--- src/sv/frame_bitmap_allocator_unit_macros.svh ---
// assertion macros for the frame bitmap allocator
// expects clk and rst_n in the scope of use
`ifndef FRAME_BITMAP_ALLOCATOR_UNIT_MACROS_SVH
`define FRAME_BITMAP_ALLOCATOR_UNIT_MACROS_SVH
`ifndef ASSERT_OFF
`define FBA_ASSERT(lbl, ante, cons, msg) \
    lbl: assert property (@(posedge clk) disable iff (!rst_n) (ante) |-> (cons)) \
        else $error(msg);
`define FBA_ASSERT_NEXT(lbl, ante, cons, msg) \
    lbl: assert property (@(posedge clk) disable iff (!rst_n) (ante) |=> (cons)) \
        else $error(msg);
`else
`define FBA_ASSERT(lbl, ante, cons, msg)
`define FBA_ASSERT_NEXT(lbl, ante, cons, msg)
`endif
`endif

--- src/sv/fba_pkg.sv ---
// shared types and codes for the frame bitmap allocator
// no dependencies
package fba_pkg;

    localparam int ADDR_W = 32;
    localparam int CFG_W  = 11;

    localparam logic [CFG_W-1:0] FRAME_COUNT_RESET = 11'd1024;

    // request function codes
    localparam logic [1:0] FUNC_ALLOC     = 2'd0;
    localparam logic [1:0] FUNC_FREE      = 2'd1;
    localparam logic [1:0] FUNC_MARK_USED = 2'd2;
    localparam logic [1:0] FUNC_MARK_FREE = 2'd3;

    // result status codes
    localparam logic [1:0] STATUS_OK        = 2'd0;
    localparam logic [1:0] STATUS_NO_FRAME  = 2'd1;
    localparam logic [1:0] STATUS_NOT_ALLOC = 2'd2;

    typedef struct packed {
        logic [1:0]        func;
        logic [ADDR_W-1:0] start_addr;
        logic [ADDR_W-1:0] end_addr;
    } req_t;

    typedef struct packed {
        logic [ADDR_W-1:0] frame_addr;
        logic [1:0]        status;
    } rsp_t;

endpackage

--- src/sv/frame_bitmap_allocator_unit.sv ---
// frame bitmap allocator top level: bitmap memory, word walker, result register
// depends on fba_pkg and frame_bitmap_allocator_unit_macros.svh
//
// usage
//   request channel: a request (func, start_addr, end_addr) is taken at a clock
//   edge where start is high and busy is low
//   result channel: done pulses for one cycle with rsp (frame_addr, status);
//   the receiver cannot stall, so the result must be captured in that cycle
//   config: cfg_we writes cfg_data into the usable frame count; only while idle
// timing
//   every request with a non-empty window walks the bitmap one word per cycle
//   from word 0 with a single shared mask/compare unit; the memory read is
//   registered, so a fetch state primes the walk, with busy high throughout
//   allocate: walks words up to and including the first word with a free
//   usable frame (at most WORD_COUNT, 32 by default)
//   free / mark range: walks words up to the range end word
//   empty range, out-of-range free, or no usable frames: busy stays low and
//   done follows in the next cycle
//   done rises the cycle after the last busy cycle
// reset
//   all control state clears, frame count returns to 1024, then a clearing
//   pass writes WORD_COUNT zero words (32 by default) with busy high
`include "frame_bitmap_allocator_unit_macros.svh"

module frame_bitmap_allocator_unit #(
    parameter int MAX_FRAMES = 1024,
    parameter int WORD_BITS  = 32,
    parameter int PAGE_SHIFT = 22
) (
    input  logic                        clk,
    input  logic                        rst_n,
    input  logic                        start,
    output logic                        busy,
    input  fba_pkg::req_t               req,
    output logic                        done,
    output fba_pkg::rsp_t               rsp,
    input  logic                        cfg_we,
    input  logic [fba_pkg::CFG_W-1:0]   cfg_data
);

    localparam int WORD_COUNT = (MAX_FRAMES + WORD_BITS - 1) / WORD_BITS;
    localparam int WIDX_W     = (WORD_COUNT > 1) ? $clog2(WORD_COUNT) : 1;
    localparam int SPAN       = WORD_COUNT * WORD_BITS;
    localparam int BASE_W     = $clog2(SPAN + 1);
    localparam int OFF_W      = $clog2(WORD_BITS + 1);
    localparam int BIT_W      = $clog2(WORD_BITS);
    localparam int AW         = fba_pkg::ADDR_W;

    // one-hot sequencer states
    typedef enum logic [3:0] {
        ST_CLEAR = 4'b0001,
        ST_IDLE  = 4'b0010,
        ST_FETCH = 4'b0100,
        ST_SCAN  = 4'b1000
    } state_t;

    // bits [0, n) set
    function automatic logic [WORD_BITS-1:0] low_mask(input logic [OFF_W-1:0] n);
        logic [WORD_BITS-1:0] m;
        for (int i = 0; i < WORD_BITS; i++)
        begin
            m[i] = (OFF_W'(i) < n);
        end
        return m;
    endfunction

    // status for a finished request
    function automatic logic [1:0] status_of(input logic [1:0] fn, input logic hit);
        logic [1:0] s;
        s = fba_pkg::STATUS_OK;
        unique case (fn)
            fba_pkg::FUNC_ALLOC:     s = hit ? fba_pkg::STATUS_OK : fba_pkg::STATUS_NO_FRAME;
            fba_pkg::FUNC_FREE:      s = hit ? fba_pkg::STATUS_OK : fba_pkg::STATUS_NOT_ALLOC;
            fba_pkg::FUNC_MARK_USED: s = fba_pkg::STATUS_OK;
            fba_pkg::FUNC_MARK_FREE: s = fba_pkg::STATUS_OK;
            default:                 s = fba_pkg::STATUS_OK;
        endcase
        return s;
    endfunction

    state_t                   state_reg, state_next;
    logic [fba_pkg::CFG_W-1:0] frame_count_reg;
    logic [WIDX_W-1:0]        cur_reg, cur_next;
    logic [BASE_W-1:0]        base_reg, base_next;
    logic [BASE_W-1:0]        lo_reg, lo_next;
    logic [BASE_W-1:0]        hi_reg, hi_next;
    logic [1:0]               func_reg, func_next;
    logic                     found_reg, found_next;
    logic                     done_reg, done_next;
    fba_pkg::rsp_t            rsp_reg, rsp_next;

    // bitmap memory
    logic [WORD_BITS-1:0]     mem [WORD_COUNT];
    logic [WORD_BITS-1:0]     rdata_reg;
    logic                     mem_we;
    logic [WIDX_W-1:0]        raddr;
    logic [WORD_BITS-1:0]     wdata;

    // request setup, all in 32-bit frame numbers
    logic                     accept;
    logic [AW-1:0]            cnt32, lim32, s32, e32, stop32;
    logic [AW-1:0]            lo32, hi32;

    // shared word unit
    logic [BASE_W-1:0]        lo_d, hi_d;
    logic [OFF_W-1:0]         lo_off, hi_off;
    logic [WORD_BITS-1:0]     word_mask, free_bits, pick, new_word;
    logic [BIT_W-1:0]         pick_idx;
    logic [BASE_W-1:0]        pick_frame;
    logic                     hit_now, more;
    logic [BASE_W:0]          base_step;

    assign accept = start && (state_reg == ST_IDLE);
    assign busy   = (state_reg != ST_IDLE);
    assign done   = done_reg;
    assign rsp    = rsp_reg;

    // usable limit and request bounds
    always_comb
    begin
        cnt32  = AW'(frame_count_reg);
        lim32  = (cnt32 < AW'(MAX_FRAMES)) ? cnt32 : AW'(MAX_FRAMES);
        s32    = req.start_addr >> PAGE_SHIFT;
        e32    = req.end_addr >> PAGE_SHIFT;
        stop32 = (e32 < lim32) ? e32 : lim32;
        lo32   = '0;
        hi32   = '0;
        unique case (req.func)
            fba_pkg::FUNC_ALLOC:
            begin
                hi32 = lim32;
            end
            fba_pkg::FUNC_FREE:
            begin
                // out-of-range frame leaves an empty window
                if (s32 < lim32)
                begin
                    lo32 = s32;
                    hi32 = s32 + AW'(1);
                end
            end
            default:
            begin
                if (s32 < stop32)
                begin
                    lo32 = s32;
                    hi32 = stop32;
                end
            end
        endcase
    end

    // per-word window, pick and update
    always_comb
    begin
        lo_d = lo_reg - base_reg;
        hi_d = hi_reg - base_reg;
        if (lo_reg <= base_reg)
            lo_off = '0;
        else if (lo_d >= BASE_W'(WORD_BITS))
            lo_off = OFF_W'(WORD_BITS);
        else
            lo_off = lo_d[OFF_W-1:0];
        if (hi_reg <= base_reg)
            hi_off = '0;
        else if (hi_d >= BASE_W'(WORD_BITS))
            hi_off = OFF_W'(WORD_BITS);
        else
            hi_off = hi_d[OFF_W-1:0];

        word_mask = low_mask(hi_off) & ~low_mask(lo_off);
        free_bits = ~rdata_reg & word_mask;
        pick      = free_bits & (~free_bits + WORD_BITS'(1));

        pick_idx = '0;
        for (int i = 0; i < WORD_BITS; i++)
        begin
            if (pick[i])
                pick_idx = pick_idx | BIT_W'(i);
        end
        pick_frame = base_reg + BASE_W'(pick_idx);

        hit_now  = 1'b0;
        new_word = rdata_reg;
        unique case (func_reg)
            fba_pkg::FUNC_ALLOC:
            begin
                hit_now  = |free_bits;
                new_word = rdata_reg | pick;
            end
            fba_pkg::FUNC_FREE:
            begin
                hit_now  = |(rdata_reg & word_mask);
                new_word = rdata_reg & ~word_mask;
            end
            fba_pkg::FUNC_MARK_USED:
            begin
                new_word = rdata_reg | word_mask;
            end
            fba_pkg::FUNC_MARK_FREE:
            begin
                new_word = rdata_reg & ~word_mask;
            end
            default:
            begin
                new_word = rdata_reg;
            end
        endcase

        base_step = {1'b0, base_reg} + (BASE_W+1)'(WORD_BITS);
        // walk on while the window reaches past this word, stop at the first grant
        more = (base_step < {1'b0, hi_reg}) &&
               !((func_reg == fba_pkg::FUNC_ALLOC) && hit_now);
    end

    // sequencer
    always_comb
    begin
        state_next = state_reg;
        cur_next   = cur_reg;
        base_next  = base_reg;
        lo_next    = lo_reg;
        hi_next    = hi_reg;
        func_next  = func_reg;
        found_next = found_reg;
        done_next  = 1'b0;
        rsp_next   = rsp_reg;
        mem_we     = 1'b0;
        wdata      = new_word;
        raddr      = cur_reg + WIDX_W'(1);

        unique case (state_reg)
            ST_CLEAR:
            begin
                mem_we = 1'b1;
                wdata  = '0;
                if (cur_reg == WIDX_W'(WORD_COUNT - 1))
                begin
                    cur_next   = '0;
                    state_next = ST_IDLE;
                end
                else
                begin
                    cur_next = cur_reg + WIDX_W'(1);
                end
            end
            ST_IDLE:
            begin
                if (accept)
                begin
                    func_next  = req.func;
                    lo_next    = lo32[BASE_W-1:0];
                    hi_next    = hi32[BASE_W-1:0];
                    cur_next   = '0;
                    base_next  = '0;
                    found_next = 1'b0;
                    if (hi32 == '0)
                    begin
                        // nothing to walk: answer at once
                        done_next           = 1'b1;
                        rsp_next.frame_addr = '0;
                        rsp_next.status     = status_of(req.func, 1'b0);
                    end
                    else
                    begin
                        state_next = ST_FETCH;
                    end
                end
            end
            ST_FETCH:
            begin
                raddr      = cur_reg;
                state_next = ST_SCAN;
            end
            ST_SCAN:
            begin
                mem_we     = 1'b1;
                found_next = found_reg | hit_now;
                if (more)
                begin
                    cur_next  = cur_reg + WIDX_W'(1);
                    base_next = base_step[BASE_W-1:0];
                end
                else
                begin
                    state_next      = ST_IDLE;
                    done_next       = 1'b1;
                    rsp_next.status = status_of(func_reg, found_reg | hit_now);
                    if ((func_reg == fba_pkg::FUNC_ALLOC) && hit_now)
                        rsp_next.frame_addr = AW'(pick_frame) << PAGE_SHIFT;
                    else
                        rsp_next.frame_addr = '0;
                end
            end
            default:
            begin
                state_next = ST_IDLE;
            end
        endcase
    end

    always_ff @(posedge clk or negedge rst_n)
    begin
        if (!rst_n)
        begin
            state_reg       <= ST_CLEAR;
            frame_count_reg <= fba_pkg::FRAME_COUNT_RESET;
            cur_reg         <= '0;
            base_reg        <= '0;
            lo_reg          <= '0;
            hi_reg          <= '0;
            func_reg        <= fba_pkg::FUNC_ALLOC;
            found_reg       <= 1'b0;
            done_reg        <= 1'b0;
        end
        else
        begin
            state_reg <= state_next;
            if (cfg_we)
                frame_count_reg <= cfg_data;
            cur_reg   <= cur_next;
            base_reg  <= base_next;
            lo_reg    <= lo_next;
            hi_reg    <= hi_next;
            func_reg  <= func_next;
            found_reg <= found_next;
            done_reg  <= done_next;
        end
    end

    // result payload, no reset needed
    always_ff @(posedge clk)
    begin
        rsp_reg <= rsp_next;
    end

    // bitmap memory, registered read
    always_ff @(posedge clk)
    begin
        if (mem_we)
            mem[cur_reg] <= wdata;
        rdata_reg <= mem[raddr];
    end

    // checks
    `FBA_ASSERT(a_done_cause, done_reg, ($past(state_reg == ST_SCAN) || $past(accept)), "done without a finished request")
    `FBA_ASSERT(a_fail_no_addr, (done_reg && (rsp_reg.status != fba_pkg::STATUS_OK)), (rsp_reg.frame_addr == '0), "failed request returned an address")
    `FBA_ASSERT(a_scan_in_range, (state_reg == ST_SCAN), (cur_reg <= WIDX_W'(WORD_COUNT - 1)), "walk beyond bitmap end")
    `FBA_ASSERT_NEXT(a_scan_busy, (state_reg == ST_FETCH), (state_reg == ST_SCAN), "fetch not followed by scan")

endmodule
--- config.mk ---
export PLATFORM = sky130hd
export DESIGN_NAME = frame_bitmap_allocator_unit
export DESIGN_NICKNAME = d
export VERILOG_FILES = /design/src/sv/fba_pkg.sv /design/src/sv/frame_bitmap_allocator_unit.sv
export VERILOG_INCLUDE_DIRS = /design/src /design/src/sv
export SDC_FILE = /design/constraint.sdc
export NUM_CORES = 2
export LEC_CHECK = 0
export ABC_AREA = 1
export BUFFER_PORTS_ARGS = -buffer_cell sky130_fd_sc_hd__buf_2
export CORE_MARGIN = 3
export CORE_UTILIZATION = 30
export CTS_CLUSTER_SIZE = 14
export DETAILED_ROUTE_END_ITERATION = 7
export PLACE_DENSITY = 0.52
export SLEW_MARGIN = 20
export SYNTH_ARGS = -nofsm -noshare
export SYNTH_HDL_FRONTEND = slang
export SYNTH_SLANG_ARGS = --single-unit
--- constraint.sdc ---
create_clock -name clk -period 5.2 [get_ports clk]
set_clock_uncertainty 0.1 [all_clocks]
set_input_delay 0.78 -clock clk [delete_from_list [all_inputs] [get_ports clk]]
set_output_delay 0.78 -clock clk [all_outputs]
set_load 0.1 [all_outputs]
==> impl_metrics.yaml <==
setup_path:
  reg2reg_slack_ps: 370
  critical_path.reg2reg.startpoint: "base_reg[8]"
  worstRegToRegCells: 27
  worst_path_max_delay_cell: "sky130_fd_sc_hd__a21oi_1"
  rr_endpoint: "rsp[25]"
  setup.worst_path.end_class: "flip-flop"
  cp_top_family: "simple AND/OR/NAND/NOR gates"
  setup.worst_path.start_class: "flip-flop"
  critical-path-top-cell-by-count: "sky130_fd_sc_hd__nand2_1"
  critical_path_buf_inv_count: 6
  timing.critical_path.arrival_ps: 5200
  timing.setup.critical_path_class: "flip-flop to flip-flop"
  worstPathMaxFanout: 9
  critical_path.max_stage_delay_ps: 450
  cp.required_ps: 5570
yosys:
  synth_largest_type_area_fraction_pct: 64.2
  postSynth.asyncResetShare_pct: 4.56
  yosysTopAreaCell: "sky130_fd_sc_hd__edfxtp_1"
  postSynthCellCount: 4107
  post_synth_instance_area_um2: 48500
  ys.flop_type: "sky130_fd_sc_hd__edfxtp_1"
  ys_ff_latch: 1119
  syn_area_per_cell_um2: 11.8
  synth_seq_area_share_pct: 68.1
  yosys.cell_count.top_type: "sky130_fd_sc_hd__edfxtp_1"
  yosys.cell_types.count: 65
  synth_edf_count: 1036
  yosys_warnings: 0
  ys_top_cells_by_count: "1036 x sky130_fd_sc_hd__edfxtp_1, 698 x sky130_fd_sc_hd__nor2_1, 580 x sky130_fd_sc_hd__o21ai_0"
  synth.area.top_cells: "sky130_fd_sc_hd__edfxtp_1 64%, sky130_fd_sc_hd__o21ai_0 6.0%, sky130_fd_sc_hd__nor2_1 5.4%"
floorplan:
  floorplan.die.height_um: 408
  die_width_um: 408
  dieArea_um2: 167000
  floorplan.rows: 146
  boundaryPins: 117
  core_area_um2: 159000
  start_util_pct: 30.4
detailed_routing:
  route.detailed.wl_per_inst_um: 24.2
  routed_wl_mm: 156
  dr.first_iter.drc_count: 3008
  via_count: 34200
  antenna_left: 0
  firstDrtPassIters: 6
  detail_route.vias_per_cell: 5.29
  drc_errors: 0
clock_tree:
  cts-buffers-inserted: 117
  cts-root-to-sink-buffers: 3
  tritoncts: "built"
  cts-htree-levels: 3
  clk-insertion-delay-late_ps: 770
  path_clk_slew_ps: 60
  ctsRootBufferMaster: "sky130_fd_sc_hd__clkbuf_16"
  clock_sinks: 1119
sta:
  finalSetupViolCount: 0
  tightestPinTransition_ps: 1090
  finalHoldViolCount: 0
  rsz0062_at_grt: "yes"
  fmaxAchievable_ghz: 0.207
  setup_ws_ps: 375
  min_period_ps: 4830
  tcrit_tclk_final_pct: 92.8
  max_slew_margin_pct: 27.0
  maxSlewViolCount: 0
  final.hold.worst_slack_ps: 97.4
placement:
  numPlacedInstances: 6232
  place_congestion: 0.931
  dp_slack_ps: 315
  port_buffers: 50
  place_hpwl_mm: 89.3
status:
  status: "finished, final reports clean"
finish:
  antenna_cells: 0
  final_cell_count_no_fill: 6462
  finalNetCount: 4353
  layout-drive-gt1-share_pct: 13.6
  flip_flop_count_of_the_largest_register_all_copies_and_words_added: 1024
  flow.area_growth_from_synthesis_pct: 16.9
grt:
  grt_pass1_vias: 32600
  grt_start_max_net_pins: 152
  grt_usage_pct: 18.3
  overflow: 0
  grt_pass1_wl_mm: 227
  antenna_found_initial: 1
min_path:
  worstHoldPathType: "input pin to async pin"
run:
  maxCapViolations: 0
[cells by family (layout without fill, tap and decap cells)]
kind of cell               after synthesis  count (layout)  share of synthesized area [%]
and+or+nand+nor                       1331            1331                           11.9
AOI/OAI and AO/OA                     1124            1125                           14.4
DFF                                   1119            1119                           68.1
buffers and inverters                  453             636                           3.76
adders and majority gates               56              56                           1.44
xor gates and xnor gates                14              14                          0.253
muxes                                    8               8                          0.186
other                                    2              27                         0.0155
[what timing repair did]
action                     CTS  global route
gates resized for setup      0             4
setup endpoints to repair    0           126
hold buffers                 0             0
setup buffers                0            10
[layout by cell type, fill, tap and decap left out, types with 6 or more instances in the layout]
| cell type | instances |
|---|---|
| sky130_fd_sc_hd__o22ai_1 | 96 |
| sky130_fd_sc_hd__nand2_1 | 331 |
| sky130_fd_sc_hd__o21ai_1 | 10 |
| sky130_fd_sc_hd__nand3_1 | 142 |
| sky130_fd_sc_hd__a21oi_1 | 59 |
| sky130_fd_sc_hd__nand3b_1 | 9 |
| sky130_fd_sc_hd__o221ai_1 | 181 |
| sky130_fd_sc_hd__nand4_1 | 35 |
| sky130_fd_sc_hd__clkinv_1 | 29 |
| sky130_fd_sc_hd__bufinv_16 | 19 |
| sky130_fd_sc_hd__nand2_2 | 26 |
| sky130_fd_sc_hd__a311oi_1 | 14 |
| sky130_fd_sc_hd__buf_2 | 50 |
| sky130_fd_sc_hd__conb_1 | 27 |
| sky130_fd_sc_hd__o211a_1 | 16 |
| sky130_fd_sc_hd__nor2_1 | 664 |
| sky130_fd_sc_hd__nor3_1 | 16 |
| sky130_fd_sc_hd__inv_2 | 20 |
| sky130_fd_sc_hd__inv_1 | 164 |
| sky130_fd_sc_hd__mux2_2 | 8 |
| sky130_fd_sc_hd__dfrtp_1 | 49 |
| sky130_fd_sc_hd__nor3_2 | 6 |
| sky130_fd_sc_hd__o21ai_0 | 579 |
| sky130_fd_sc_hd__nor2_2 | 18 |
| sky130_fd_sc_hd__nor2_4 | 42 |
| sky130_fd_sc_hd__dfxtp_1 | 32 |
| sky130_fd_sc_hd__buf_4 | 136 |
| sky130_fd_sc_hd__o211ai_1 | 71 |
| sky130_fd_sc_hd__ha_1 | 56 |
| sky130_fd_sc_hd__buf_12 | 38 |
| sky130_fd_sc_hd__edfxtp_1 | 1036 |
| sky130_fd_sc_hd__nand3_2 | 11 |
| sky130_fd_sc_hd__a31oi_1 | 48 |
| sky130_fd_sc_hd__clkbuf_16 | 117 |
| sky130_fd_sc_hd__clkinv_2 | 25 |
| sky130_fd_sc_hd__xor2_1 | 12 |
| sky130_fd_sc_hd__nand2_4 | 8 |
| sky130_fd_sc_hd__clkbuf_1 | 20 |
[how the worst max path moves through the flow]
stage | depth (start not counted) | from | slack [ps] | to
after floorplan | 26 | base_reg[5] | 380 | mem[0][19]
after global placement | 30 | base_reg[5] | 290 | rsp[25]
after detailed placement | 30 | base_reg[5] | 320 | rsp[25]
after CTS | 30 | base_reg[5] | 300 | rsp[25]
after global routing | 29 | base_reg[8] | -20 | rsp[25]
final | 27 | base_reg[8] | 370 | rsp[25]
[area by class of cell]
type                       instances  area (µm²)
clock buffer                     138        3020
fill                           15600      103000
multi-input combinational       2561       14200
timing repair buffer             224        2030
tap                             2146        2690
inverter                         193         747
clock inverter                    81         967
sequential                      1119       33000
[worst reg2reg max path: stages, from the launching register on]
cell                       delay, ps
sky130_fd_sc_hd__dfrtp_1         400
sky130_fd_sc_hd__inv_1           200
sky130_fd_sc_hd__ha_1            340
sky130_fd_sc_hd__nand2_1         140
sky130_fd_sc_hd__inv_1            50
sky130_fd_sc_hd__a21oi_1         170
sky130_fd_sc_hd__nand2_1          70
sky130_fd_sc_hd__nand2_1          50
sky130_fd_sc_hd__nand2_1          60
sky130_fd_sc_hd__nand2_1         180
sky130_fd_sc_hd__nor2_4          100
sky130_fd_sc_hd__buf_4           150
sky130_fd_sc_hd__nand2_4         120
sky130_fd_sc_hd__inv_1            80
sky130_fd_sc_hd__a21oi_1         450
sky130_fd_sc_hd__nand3b_1        210
sky130_fd_sc_hd__nand2_1         150
sky130_fd_sc_hd__nor2_1           70
sky130_fd_sc_hd__nand2_1         120
sky130_fd_sc_hd__nor2_1           80
sky130_fd_sc_hd__nand3_1         140
sky130_fd_sc_hd__nand4_1         180
sky130_fd_sc_hd__nor4_1          260
sky130_fd_sc_hd__buf_4           170
sky130_fd_sc_hd__o21ai_0         120
sky130_fd_sc_hd__ha_1            320
sky130_fd_sc_hd__inv_1            60
sky130_fd_sc_hd__nor2_1           40
[layer usage]
metal	up-vias	GRT usage, %	share of wire (%)
met2	1183	29.6	47
met3	236	2.47	6.3
met1	17400	25.3	44
li1	15400	-	-
met4	0	5.87	2.8
met5	-	0	0
[metrics by stage]
step	instance area [µm²]	util, %	TNS, ps
2_1_floorplan	48600	-	0
3_3_place_gp	52600	33.0	0
3_5_place_dp	52600	33.0	0
4_1_cts	56600	35.5	0
5_1_grt	56700	35.5	-22.6
6_report	56700	35.5	0
Power is left out: the tool's default activity adds up to more than one toggle a clock period on the data nets, which glitch-free logic cannot reach.
